`config.mk`:
```
export PLATFORM = sky130hd
export DESIGN_NAME = gamepad_packet_deframer_crc16_flat
export DESIGN_NICKNAME = d
export VERILOG_FILES = /design/src/rtl/gpd_pkg.sv /design/src/rtl/gpd_stream_if.sv /design/src/rtl/gamepad_packet_deframer_crc16.sv /design/src/rtl/gpd_ram.sv /design/src/rtl/gpd_framer.sv /design/src/rtl/gpd_unload.sv /design/src/flat_wrapper.sv
export SDC_FILE = /design/constraint.sdc
export NUM_CORES = 1
export LEC_CHECK = 0
export BUFFER_PORTS_ARGS = -buffer_cell sky130_fd_sc_hd__clkbuf_2
export CELL_PAD_IN_SITES_DETAIL_PLACEMENT = 0
export CELL_PAD_IN_SITES_GLOBAL_PLACEMENT = 1
export CORE_UTILIZATION = 38
export DETAILED_ROUTE_END_ITERATION = 12
export GPL_TIMING_DRIVEN = 0
export PLACE_DENSITY_LB_ADDON = 0.05
export SYNTH_ARGS = -nofsm -noshare
export SYNTH_HDL_FRONTEND = slang
export SYNTH_SLANG_ARGS = --single-unit
```
`constraint.sdc`:
```
create_clock -name clk -period 5 [get_ports clk]
set_clock_uncertainty 0.05 [all_clocks]
set_input_delay 0 -clock clk [delete_from_list [all_inputs] [get_ports clk]]
set_output_delay 0 -clock clk [all_outputs]
set_load 0.01 [all_outputs]
```
`src/rtl/gpd_pkg.sv`:
```
// Shared types, constants and the byte-wide CRC update for the gamepad deframer.
`timescale 1ns / 1ps

package gpd_pkg;

  localparam int PAYLOAD_LEN = 10;
  localparam int RAM_AW      = $clog2(PAYLOAD_LEN);
  localparam int CFG_IDX_W   = 1;
  localparam int CFG_DATA_W  = 8;

  localparam logic [CFG_IDX_W-1:0] CFG_START_BYTE = 1'd0;
  localparam logic [CFG_IDX_W-1:0] CFG_GAP_LIMIT  = 1'd1;

  localparam logic [7:0] START_BYTE_RST = 8'h0A;
  localparam logic [7:0] GAP_LIMIT_RST  = 8'd50;

  localparam logic [3:0] POS_IDLE    = 4'd0;
  localparam logic [3:0] POS_PAY_END = 4'd10;
  localparam logic [3:0] POS_CRC_HI  = 4'd11;
  localparam logic [3:0] POS_CRC_LO  = 4'd12;

  localparam logic [15:0] CRC_INIT = 16'hFFFF;
  localparam logic [15:0] CRC_POLY = 16'h1021;

  localparam logic [RAM_AW-1:0] LAST_ADDR = RAM_AW'(PAYLOAD_LEN - 1);

  typedef struct packed {
    logic       action;
    logic [7:0] rx_byte;
  } in_word_t;

  typedef struct packed {
    logic               crc_bad;
    logic [7:0]         buttons_main;
    logic signed [15:0] left_x;
    logic signed [15:0] left_y;
    logic signed [15:0] right_x;
    logic signed [15:0] right_y;
    logic [7:0]         buttons_aux;
  } out_word_t;

  typedef struct packed {
    logic start;
    logic err;
  } done_t;

  function automatic logic [15:0] crc_add_byte(input logic [15:0] crc, input logic [7:0] b);
    logic [15:0] c;
    c = crc ^ {b, 8'h00};
    for (int k = 0; k < 8; k++) begin
      c = c[15] ? ({c[14:0], 1'b0} ^ CRC_POLY) : {c[14:0], 1'b0};
    end
    return c;
  endfunction

endpackage

```
`src/rtl/gpd_stream_if.sv`:
```
// Valid/ready channel carrying one word of a given payload type.
`timescale 1ns / 1ps

interface gpd_stream_if #(parameter type T = logic) ();
  logic valid;
  logic ready;
  T     data;

  modport source (output valid, output data, input ready);
  modport sink   (input valid, input data, output ready);
endinterface

```
`src/rtl/gamepad_packet_deframer_crc16.sv`:
```
// Top level of the gamepad packet deframer with CRC-16 check.
`timescale 1ns / 1ps

// Takes one word per clock unless stalled: a received byte or a millisecond tick.
// Packets are a start byte, ten payload bytes and a big-endian CRC-16/CCITT-FALSE
// of the payload. Payload bytes go into a ten-entry RAM; after the final CRC byte
// they are read back through its single read port, one per cycle, into a result
// buffer and then the output register. The input stalls only when a packet's last
// byte is due while the previous result is still being unloaded or waits for the
// sink. On a CRC mismatch crc_bad is set and all data fields are zero.
module gamepad_packet_deframer_crc16 #(
  parameter int GAP_COUNT_BITS = 8
) (
  input  logic                           clk,
  input  logic                           rst_n,
  gpd_stream_if.sink                     in_chan,
  gpd_stream_if.source                   out_chan,
  input  logic                           cfg_we,
  input  logic [gpd_pkg::CFG_IDX_W-1:0]  cfg_index,
  input  logic [gpd_pkg::CFG_DATA_W-1:0] cfg_data
);

  logic                       ram_we;
  logic [gpd_pkg::RAM_AW-1:0] ram_waddr;
  logic [7:0]                 ram_wdata;
  logic                       ram_re;
  logic [gpd_pkg::RAM_AW-1:0] ram_raddr;
  logic [7:0]                 ram_rdata;
  logic                       unload_busy;
  gpd_pkg::done_t             done;

  gpd_framer #(
    .GAP_COUNT_BITS(GAP_COUNT_BITS)
  ) u_framer (
    .clk         (clk),
    .rst_n       (rst_n),
    .in_chan     (in_chan),
    .cfg_we      (cfg_we),
    .cfg_index   (cfg_index),
    .cfg_data    (cfg_data),
    .unload_busy (unload_busy),
    .ram_we      (ram_we),
    .ram_waddr   (ram_waddr),
    .ram_wdata   (ram_wdata),
    .done        (done)
  );

  gpd_ram #(
    .WIDTH(8),
    .DEPTH(gpd_pkg::PAYLOAD_LEN)
  ) u_payload_ram (
    .clk   (clk),
    .we    (ram_we),
    .waddr (ram_waddr),
    .wdata (ram_wdata),
    .re    (ram_re),
    .raddr (ram_raddr),
    .rdata (ram_rdata)
  );

  gpd_unload u_unload (
    .clk       (clk),
    .rst_n     (rst_n),
    .done      (done),
    .busy      (unload_busy),
    .ram_re    (ram_re),
    .ram_raddr (ram_raddr),
    .ram_rdata (ram_rdata),
    .out_chan  (out_chan)
  );

endmodule

```
`src/rtl/gpd_ram.sv`:
```
// Generic single-write, single-read RAM with registered read data.
`timescale 1ns / 1ps

module gpd_ram #(
  parameter int WIDTH = 8,
  parameter int DEPTH = 10
) (
  input  logic                     clk,
  input  logic                     we,
  input  logic [$clog2(DEPTH)-1:0] waddr,
  input  logic [WIDTH-1:0]         wdata,
  input  logic                     re,
  input  logic [$clog2(DEPTH)-1:0] raddr,
  output logic [WIDTH-1:0]         rdata
);

  logic [WIDTH-1:0] mem [DEPTH];

  always_ff @(posedge clk) begin
    if (we) begin
      mem[waddr] <= wdata;
    end
    if (re) begin
      rdata <= mem[raddr];
    end
  end

endmodule

```
`src/rtl/gpd_framer.sv`:
```
// Frame tracker: silence counter, frame position, running CRC and payload writes.
`timescale 1ns / 1ps

module gpd_framer #(
  parameter int GAP_COUNT_BITS = 8
) (
  input  logic                            clk,
  input  logic                            rst_n,
  gpd_stream_if.sink                      in_chan,
  input  logic                            cfg_we,
  input  logic [gpd_pkg::CFG_IDX_W-1:0]   cfg_index,
  input  logic [gpd_pkg::CFG_DATA_W-1:0]  cfg_data,
  input  logic                            unload_busy,
  output logic                            ram_we,
  output logic [gpd_pkg::RAM_AW-1:0]      ram_waddr,
  output logic [7:0]                      ram_wdata,
  output gpd_pkg::done_t                  done
);

  localparam int CmpW = (GAP_COUNT_BITS > 8) ? GAP_COUNT_BITS : 8;
  localparam logic [GAP_COUNT_BITS-1:0] GapMax = '1;

  logic [7:0]                start_byte_r;
  logic [7:0]                gap_limit_r;
  logic [3:0]                pos_r, pos_nxt, pos_eff;
  logic [15:0]               crc_r, crc_nxt;
  logic [7:0]                crc_hi_r, crc_hi_nxt;
  logic [GAP_COUNT_BITS-1:0] silence_r, silence_nxt;
  logic                      fire;
  gpd_pkg::in_word_t         w;

  assign w             = in_chan.data;
  assign in_chan.ready = !((pos_r == gpd_pkg::POS_CRC_LO) && unload_busy);
  assign fire          = in_chan.valid && in_chan.ready;
  assign ram_wdata     = w.rx_byte;
  assign ram_waddr     = gpd_pkg::RAM_AW'(pos_eff - 4'd1);

  always_comb begin
    silence_nxt = silence_r;
    pos_nxt     = pos_r;
    crc_nxt     = crc_r;
    crc_hi_nxt  = crc_hi_r;
    ram_we      = 1'b0;
    done        = '0;
    pos_eff     = (CmpW'(silence_r) > CmpW'(gap_limit_r)) ? gpd_pkg::POS_IDLE : pos_r;
    if (pos_eff > gpd_pkg::POS_CRC_LO) begin
      pos_eff = gpd_pkg::POS_IDLE;
    end
    if (fire) begin
      if (w.action) begin
        if (silence_r != GapMax) begin
          silence_nxt = silence_r + 1'b1;
        end
      end else begin
        silence_nxt = '0;
        if (pos_eff == gpd_pkg::POS_IDLE) begin
          if (w.rx_byte == start_byte_r) begin
            crc_nxt = gpd_pkg::CRC_INIT;
            pos_nxt = 4'd1;
          end else begin
            pos_nxt = gpd_pkg::POS_IDLE;
          end
        end else if (pos_eff <= gpd_pkg::POS_PAY_END) begin
          ram_we  = 1'b1;
          crc_nxt = gpd_pkg::crc_add_byte(crc_r, w.rx_byte);
          pos_nxt = pos_eff + 4'd1;
        end else if (pos_eff == gpd_pkg::POS_CRC_HI) begin
          crc_hi_nxt = w.rx_byte;
          pos_nxt    = gpd_pkg::POS_CRC_LO;
        end else begin
          done.start = 1'b1;
          done.err   = ({crc_hi_r, w.rx_byte} != crc_r);
          crc_nxt    = gpd_pkg::CRC_INIT;
          pos_nxt    = gpd_pkg::POS_IDLE;
        end
      end
    end
  end

  always_ff @(posedge clk) begin
    if (!rst_n) begin
      start_byte_r <= gpd_pkg::START_BYTE_RST;
      gap_limit_r  <= gpd_pkg::GAP_LIMIT_RST;
      pos_r        <= gpd_pkg::POS_IDLE;
      crc_r        <= gpd_pkg::CRC_INIT;
      silence_r    <= GapMax;
    end else begin
      if (cfg_we) begin
        unique case (cfg_index)
          gpd_pkg::CFG_START_BYTE: start_byte_r <= cfg_data;
          gpd_pkg::CFG_GAP_LIMIT:  gap_limit_r  <= cfg_data;
          default: ;
        endcase
      end
      pos_r     <= pos_nxt;
      crc_r     <= crc_nxt;
      silence_r <= silence_nxt;
    end
    crc_hi_r <= crc_hi_nxt;
  end

  a_pos_range: assert property (@(posedge clk) disable iff (!rst_n)
    pos_r <= gpd_pkg::POS_CRC_LO)
    else $error("frame position out of range");

  a_stall_cause: assert property (@(posedge clk) disable iff (!rst_n)
    !in_chan.ready |-> (pos_r == gpd_pkg::POS_CRC_LO) && unload_busy)
    else $error("input stalled outside the final CRC byte");

endmodule

```
`src/rtl/gpd_unload.sv`:
```
// Result unload: reads the payload back from RAM and holds the result word.
`timescale 1ns / 1ps

module gpd_unload (
  input  logic                       clk,
  input  logic                       rst_n,
  input  gpd_pkg::done_t             done,
  output logic                       busy,
  output logic                       ram_re,
  output logic [gpd_pkg::RAM_AW-1:0] ram_raddr,
  input  logic [7:0]                 ram_rdata,
  gpd_stream_if.source               out_chan
);

  logic                       drain_busy_r;
  logic [gpd_pkg::RAM_AW-1:0] drain_cnt_r;
  logic                       cap_v_r;
  logic [gpd_pkg::RAM_AW-1:0] cap_idx_r;
  logic [7:0]                 res_r [gpd_pkg::PAYLOAD_LEN];
  logic                       res_err_r;
  logic                       res_full_r;
  logic                       out_valid_r;
  gpd_pkg::out_word_t         out_r;
  gpd_pkg::out_word_t         res_word;
  logic                       load;

  assign ram_re    = done.start || drain_busy_r;
  assign ram_raddr = done.start ? '0 : drain_cnt_r;
  assign busy      = drain_busy_r || cap_v_r || res_full_r;
  assign load      = res_full_r && (!out_valid_r || out_chan.ready);

  assign out_chan.valid = out_valid_r;
  assign out_chan.data  = out_r;

  always_comb begin
    res_word = '0;
    res_word.crc_bad = res_err_r;
    if (!res_err_r) begin
      res_word.buttons_main = res_r[0];
      res_word.left_x       = {res_r[1], res_r[2]};
      res_word.left_y       = {res_r[3], res_r[4]};
      res_word.right_x      = {res_r[5], res_r[6]};
      res_word.right_y      = {res_r[7], res_r[8]};
      res_word.buttons_aux  = res_r[9];
    end
  end

  always_ff @(posedge clk) begin
    if (!rst_n) begin
      drain_busy_r <= 1'b0;
      cap_v_r      <= 1'b0;
      res_full_r   <= 1'b0;
      out_valid_r  <= 1'b0;
    end else begin
      if (ram_re) begin
        drain_busy_r <= (ram_raddr != gpd_pkg::LAST_ADDR);
      end
      cap_v_r <= ram_re;
      if (cap_v_r && (cap_idx_r == gpd_pkg::LAST_ADDR)) begin
        res_full_r <= 1'b1;
      end else if (load) begin
        res_full_r <= 1'b0;
      end
      if (load) begin
        out_valid_r <= 1'b1;
      end else if (out_chan.ready) begin
        out_valid_r <= 1'b0;
      end
    end
    if (ram_re) begin
      drain_cnt_r <= ram_raddr + 1'b1;
    end
    cap_idx_r <= ram_raddr;
    if (cap_v_r) begin
      res_r[cap_idx_r] <= ram_rdata;
    end
    if (done.start) begin
      res_err_r <= done.err;
    end
    if (load) begin
      out_r <= res_word;
    end
  end

  a_no_overlap: assert property (@(posedge clk) disable iff (!rst_n)
    done.start |-> !busy)
    else $error("packet finished while the previous result is still unloading");

  a_first_read: assert property (@(posedge clk) disable iff (!rst_n)
    done.start |=> cap_v_r && (cap_idx_r == '0))
    else $error("unload did not start at the first payload byte");

  a_capture_free: assert property (@(posedge clk) disable iff (!rst_n)
    cap_v_r |-> !res_full_r)
    else $error("payload captured over a held result");

endmodule
```
`src/flat_wrapper.sv`:
```
// flat-port wrapper written by rule: the top's interface ports become plain ports
module gamepad_packet_deframer_crc16_flat 
#(
  parameter int GAP_COUNT_BITS = 8
)
  (clk, rst_n, cfg_we, cfg_index, cfg_data, in_chan_valid, in_chan_data, in_chan_ready, out_chan_valid, out_chan_data, out_chan_ready);
  gpd_stream_if in_chan_i ();
  gpd_stream_if out_chan_i ();
  input  logic clk;
  input  logic rst_n;
  input  logic cfg_we;
  input  logic [gpd_pkg::CFG_IDX_W-1:0] cfg_index;
  input  logic [gpd_pkg::CFG_DATA_W-1:0] cfg_data;
  input wire logic [$bits(in_chan_i.valid)-1:0] in_chan_valid;
  input wire logic [$bits(in_chan_i.data)-1:0] in_chan_data;
  output wire logic [$bits(in_chan_i.ready)-1:0] in_chan_ready;
  output wire logic [$bits(out_chan_i.valid)-1:0] out_chan_valid;
  output wire logic [$bits(out_chan_i.data)-1:0] out_chan_data;
  input wire logic [$bits(out_chan_i.ready)-1:0] out_chan_ready;
  assign in_chan_i.valid = in_chan_valid;
  assign in_chan_i.data = in_chan_data;
  assign in_chan_ready = in_chan_i.ready;
  assign out_chan_valid = out_chan_i.valid;
  assign out_chan_data = out_chan_i.data;
  assign out_chan_i.ready = out_chan_ready;
  gamepad_packet_deframer_crc16 #(.GAP_COUNT_BITS(GAP_COUNT_BITS)) u_core (.clk(clk), .rst_n(rst_n), .in_chan(in_chan_i), .out_chan(out_chan_i), .cfg_we(cfg_we), .cfg_index(cfg_index), .cfg_data(cfg_data));
endmodule
```
# --- After elaboration in Yosys (flattened, before gate mapping) ---
# Memory sizes are Yosys's and may differ from the RTL's. A register that Yosys moved wholly into a read port is not among the register bits.
# Index checks and enable logic that the tools add are counted.
totals:
  regBits: 66
  ramBits: 90
  inputBits: 15
  out_inout_bits: 3
  word_cells: 95
  memories: 2
op_classes:
  n_addsub: 3
  magnitude_cmp: 3
  eq_ne: 8
  muxes: 34
  bitwise_logic: 13
  n_reduce_logical: 18
mem_list:
  columns: ["memory", "words", "width", "read_ports", "rd_ports_with_merged_regs", "write_ports", "line_no", "rtl"]
  rows:
  - ["u_core.u_unload.res_r", 10, 8, 1, 1, 1, "gpd_unload.sv:19", "logic [7:0] res_r [gpd_pkg::PAYLOAD_LEN];"]
  - ["u_core.u_payload_ram.mem", 10, 1, 1, 1, 1, "gpd_ram.sv:17", "logic [WIDTH-1:0] mem [DEPTH];"]
op_table:
  columns: ["op", "count"]
  rows:
  - ["two-way mux 13 bit", 8]
  - ["two-way mux 16 bit", 4]
  - ["two-way mux 4 bit", 6]
  - ["NOT 3 bit", 8]
  - ["!= test 9 x 16 -> 1 bit", 1]
  - ["bitwise XOR 16 x 9 -> 16 bit", 1]
  - ["== test 4 bit, second input constant", 3]
  - ["two-way mux 1 bit", 12]
  - ["adder 4 x 1 -> 4 bit, second input constant", 2]
  - ["== test 1 x 8 -> 1 bit", 1]
  - ["> comparator 8 bit", 1]
  - ["two-way mux 2 bit", 4]
  - ["> comparator 4 bit, second input constant", 1]
  - ["<= comparator 4 bit, second input constant", 1]
  - ["logical AND 1 bit", 4]
  - ["zero test 4 bit", 1]
  - ["logical OR 1 bit", 4]
  - ["!= test 4 bit, second input constant", 1]
  - ["NOT 1 bit", 4]
  - ["AND reduction 2 bit", 2]
  - ["AND reduction 4 bit", 1]
  - ["nonzero test 2 bit", 2]
  - ["OR reduction 4 bit", 1]
  - ["subtractor 4 x 1 -> 4 bit, second input constant", 1]
  - ["other kinds (4)", 5]

# --- Depth between registers and ports, before layout ---
depth:
  word_depth: 19
  ltp_mapped: 20
  mapped_depth_nobuf: 19

# --- By module ---
# Synthesis repeated with hierarchy kept, for this count alone.
hier_totals:
  hier_cells: 538
  area_unflattened_um2: 6488.7
modules_own_cells:
  columns: ["mod", "n_inst", "cells_each", "area_per_inst_um2", "seq_area_each_um2"]
  rows:
  - ["gpd_ram", 1, 189, 3482.1, 2642.5]
  - ["gpd_framer", 1, 305, 2451.1, 770.7]
  - ["gpd_unload", 1, 44, 555.5, 370.4]

# --- Worst setup path before layout ---
# No wires, ideal clock.
synth_timing:
  path_kind: "reg2reg"
  startpoint: "register u_core.u_framer.silence_r[6]"
  endpoint: "register u_core.u_unload.drain_cnt_r[2] (netlist bit) (data pin)"
  arrival_time_ns: 3.451
  setup_slack_ns: 1.243
  path_stages_with_launch: 16
  synth_period_minus_slack_ns: 3.757
  path_cell_list: "dfxtp_1 -> ha_1 -> nor2b_1 -> o211ai_1 -> a21oi_1 -> o21ai_0 -> nand3_1 -> ha_1 -> nor3b_1 -> and2_1 -> o21ai_0 -> or3_1 -> buf_2 -> and2_1 -> ha_1 -> xor2_1"
synth_between:
  elab_chain_cells: 11
synth_lines:
  columns: ["element", "line_no", "rtl"]
  rows:
  - ["start, declared", "gpd_framer.sv:28", "logic [GAP_COUNT_BITS-1:0] silence_r, silence_nxt;"]
  - ["start signal, assigned", "gpd_framer.sv:86", "silence_r <= GapMax;"]
  - ["start signal, assigned", "gpd_framer.sv:97", "silence_r <= silence_nxt;"]
  - ["> comparator 8 bit *", "gpd_framer.sv:45", "pos_eff = (CmpW'(silence_r) > CmpW'(gap_limit_r)) ? gpd_pkg::POS_IDLE : pos_r;"]
  - ["two-way mux 4 bit *", "gpd_framer.sv:45", null]
  - ["> comparator 4 bit", "gpd_framer.sv:46", "if (pos_eff > gpd_pkg::POS_CRC_LO) begin"]
  - ["two-way mux 4 bit *", "gpd_framer.sv:46", null]
  - ["branches (longest 3 deep; another with <= comparator 4 bit)", null, null]
  - ["two-way mux 2 bit *", "gpd_framer.sv:56", "if (pos_eff == gpd_pkg::POS_IDLE) begin"]
  - ["two-way mux 2 bit *", "gpd_framer.sv:49", "if (fire) begin"]
  - ["two-way mux 4 bit *", "gpd_unload.sv:28", "assign ram_raddr = done.start ? '0 : drain_cnt_r;"]
  - ["named net u_core.ram_raddr (one bit)", "gamepad_packet_deframer_crc16.sv:27", "logic [gpd_pkg::RAM_AW-1:0] ram_raddr;"]
  - ["adder 4 x 1 -> 4 bit *", "gpd_unload.sv:71", "drain_cnt_r <= ram_raddr + 1'b1;"]
  - ["end signal, assigned", "gpd_unload.sv:71", null]
  - ["end, declared", "gpd_unload.sv:16", "logic [gpd_pkg::RAM_AW-1:0] drain_cnt_r;"]
# Mark *: on every way through the listed nets, which the timed path passes.
# A chain may end at the register's enable or synchronous reset.

# --- Worst setup path after layout ---
# Same ends and word-level chain as after synthesis.

==> results.yml <==
status:
  status: "finished, final reports clean"
timing:
  tns_ns: 0
  hold_violations: 0
  rsz0062_at_grt: "no"
  worst_pin_slew_ns: 0.603
  slew_viol_final: 0
  slew_headroom_pct: 59.4
  period_share_pct: 88.3
  setup_viol: 0
  clock.fmax_mhz: 227
  fin_crit_ns: 4.41
  whs_ns: 0.0428
critical_path:
  required_ns: 5.05
  crit_fanout: 8
  critPathLaunchType: "flip-flop"
  critPathBufInv: 1
  crit_path_end_kind: "flip-flop"
  cp_top_family: "simple AND/OR/NAND/NOR gates"
  arrival_ns: 4.46
  crit_path_frequent_cell: "ha_1"
  cp_slowest_cell: "o21ai_0"
  slowest_delay_ns: 0.49
  critical_path_class: "flip-flop to flip-flop"
  worstPathCellList: "ha_1 > nor2b_1 > o211ai_1 > a21oi_1 > o21ai_0 > nand3_1 > ha_1 > nor3b_1 > and2_1 > o21ai_0 > or3_1 > buf_2 > and2_1 > ha_1 > xor2_1"
floorplan:
  num_io_pins: 18
  coreArea_um2: 8340
  dieArea_um2: 9130
  die_y_um: 95.6
  placementRows: 33
  dieWidth_um: 95.6
  start_util_pct: 39.9
logic_synthesis:
  synth_xor_area_share_pct: 5.79
  synth.top_cell.area_share_pct: 27.1
  ys_ff_latch: 64
  avgSynthCellArea_um2: 8.99
  yosys_warnings: 0
  ys_top_cells_by_area: "dfxtp_1 (27%), edfxtp_1 (17%), ha_1 (6.0%), nand2_1 (4.5%), nor2_1 (3.6%)"
  yosysTopAreaCell: "dfxtp_1"
  synth_top_family_by_area: "simple AND/OR/NAND/NOR gates"
  synth_fp_nets: 401
  synthFlopType: "dfxtp_1"
  syn_area_um2: 3330
  yosysSeqAreaShare_pct: 44.2
  ys_types: 44
  syn_inst: 370
  synth_fa_ha_area_share_pct: 6.02
  synthSimpleGateAreaFrac_pct: 23.5
  synthArstFlopShare_pct: 0
  synth.most_common_cell: "dfxtp_1"
  yosys-top-cells-count: "dfxtp_1 (45), nand2_1 (40), nor2_1 (32)"
  muxShareOfSynthArea_pct: 1.32
  synth_edf_count: 19
  synth_compound_area_share_pct: 14.1
global_routing:
  grt_pass1_vias: 2441
  grt_max_degree: 15
  track_usage_pct: 17.8
  grt-ovfl-total: 0
  grt_pass1_wl_um: 12100
  antenna_found_initial: 0
clock_network:
  cts_sinks: 64
  cts-buffers-inserted: 9
  tritoncts: "yes"
  clk_pin_slew_ns: 0.07
  htree_levels: 3
  clockBufferDepth: 2
  root_buffer: "clkbuf_8"
  clock_latency_ns: 0.34
pwr:
  vdd_drop_max_uv: 117
  leakagePower_nw: 1.50
  cellPowerDensity_nw_per_um2: 276
  power_mw: 1.06
finish:
  layout.cells.non_filler: 519
  final_cell_area_um2: 3850
  synthToLayoutAreaGrowth_pct: 15.8
  antenna_cells: 0
  drive_gt1_share_pct: 10.6
  fin_nets: 440
routing:
  drc: 0
  via_per_inst: 5.15
  ant_nets: 0
  wl_per_cell_um: 14.4
  drtIter0Drc: 61
  vias: 2672
  wl_um: 7480
  drtPass1Iterations: 4
place:
  place_congestion: 0.792
  place_hpwl_um: 5290
  dp_cells: 492
  placed_area_um2: 3540
  portBuffers: 17
job:
  maxCapViolCount: 0
min_path:
  hp-class: "primary input to flip-flop"
state kept, by name, summed over array words and instances, names as in the netlist, 4 cells and up:
| register | flops |
|---|---|
| u_core.u_framer.crc_r | 16 |
| u_core.u_framer.gap_limit_r | 8 |
| u_core.u_framer.pos_r | 4 |
| u_core.u_framer.start_byte_r | 8 |
| u_core.u_payload_ram.mem | 10 |
| u_core.u_unload.cap_idx_r | 4 |
| u_core.u_unload.drain_cnt_r | 4 |
layout by cell type (no fill, tap or decap), types with 14 or more instances in the layout:
cell / instances
dfxtp_1: 45
nand2_1: 40
nor2_1: 32
inv_1: 20
edfxtp_1: 19
clkbuf_2: 17
ha_1: 16
o21ai_1: 15
a21oi_1: 14
and3_1: 14
final cells by class:
cell class / count / area [um2]
Inverter: 20 / 75.1
Clock inverter: 4 / 42.5
Tap cell: 105 / 131
Multi-Input combinational cell: 267 / 1690
Timing Repair Buffer: 28 / 195
Sequential cell: 64 / 1470
Fill cell: 839 / 4490
Clock buffer: 12 / 155
Buffer: 19 / 92.6
where the power goes:
part | switching (mW) | total (mW) | internal, mW
combinational | 0.0393 | 0.0692 | 0.0299
sequential | 0.00438 | 0.544 | 0.540
clock | 0.197 | 0.451 | 0.254
total | 0.241 | 1.06 | 0.823
worst register-to-register path, stage by stage (launching register included):
cell and delay (ns):
dfxtp_1 0.48, ha_1 0.30, nor2b_1 0.13, o211ai_1 0.16, a21oi_1 0.16, o21ai_0 0.49, nand3_1 0.30, ha_1 0.28
nor3b_1 0.36, and2_1 0.18, o21ai_0 0.13, or3_1 0.41, buf_2 0.18, and2_1 0.20, ha_1 0.21, xor2_1 0.15
worst paths after layout:
kind / from / end / slack [ns] / cells after the start
worst min register to register: u_core.u_payload_ram.rdata[0] / u_core.u_unload.res_r[9][0] / 0.37 / 0
worst max-delay path: u_core.u_framer.silence_r[6] / u_core.u_unload.drain_cnt_r[2] / 0.59 / 15
worst max register to register: u_core.u_framer.silence_r[6] / u_core.u_unload.drain_cnt_r[2] / 0.59 / 15
worst min-delay path: cfg_we / u_core.u_framer.gap_limit_r[6] / 0.04 / 4
layer usage:
layer / global-route usage [%] / wire (um) / vias to the layer above
li1: - / - / 1358
met1: 23.7 / 3810 / 1267
met2: 28.0 / 3370 / 39
met3: 4.94 / 216 / 8
met4: 5.72 / 85 / 0
met5: 0 / 0 / -
metrics by stage:
stage                     utilization (%)  setup slack (ns)
after detailed placement             42.5             0.598
final                                46.2             0.586
after global placement               42.5             0.598
after floorplan                         -              1.24
after global routing                 46.2             0.178
after CTS                            46.2             0.576
logic make-up (layout without fill, tap and decap cells):
kind of cell | count (synthesis) | after routing
flops | 64 | 64
compound gates | 73 | 73
mux | 3 | 3
buf+inv | 39 | 83
xor+xnor | 22 | 22
simple gates | 153 | 153
fa+ha+maj | 16 | 16
timing repair:
action / CTS / global route
gates resized for setup: 0 / 0
setup buffers: 0 / 0
hold buffers: 11 / 0
hold endpoints to repair: 21 / 0
(Power assumes the default switching activity.)
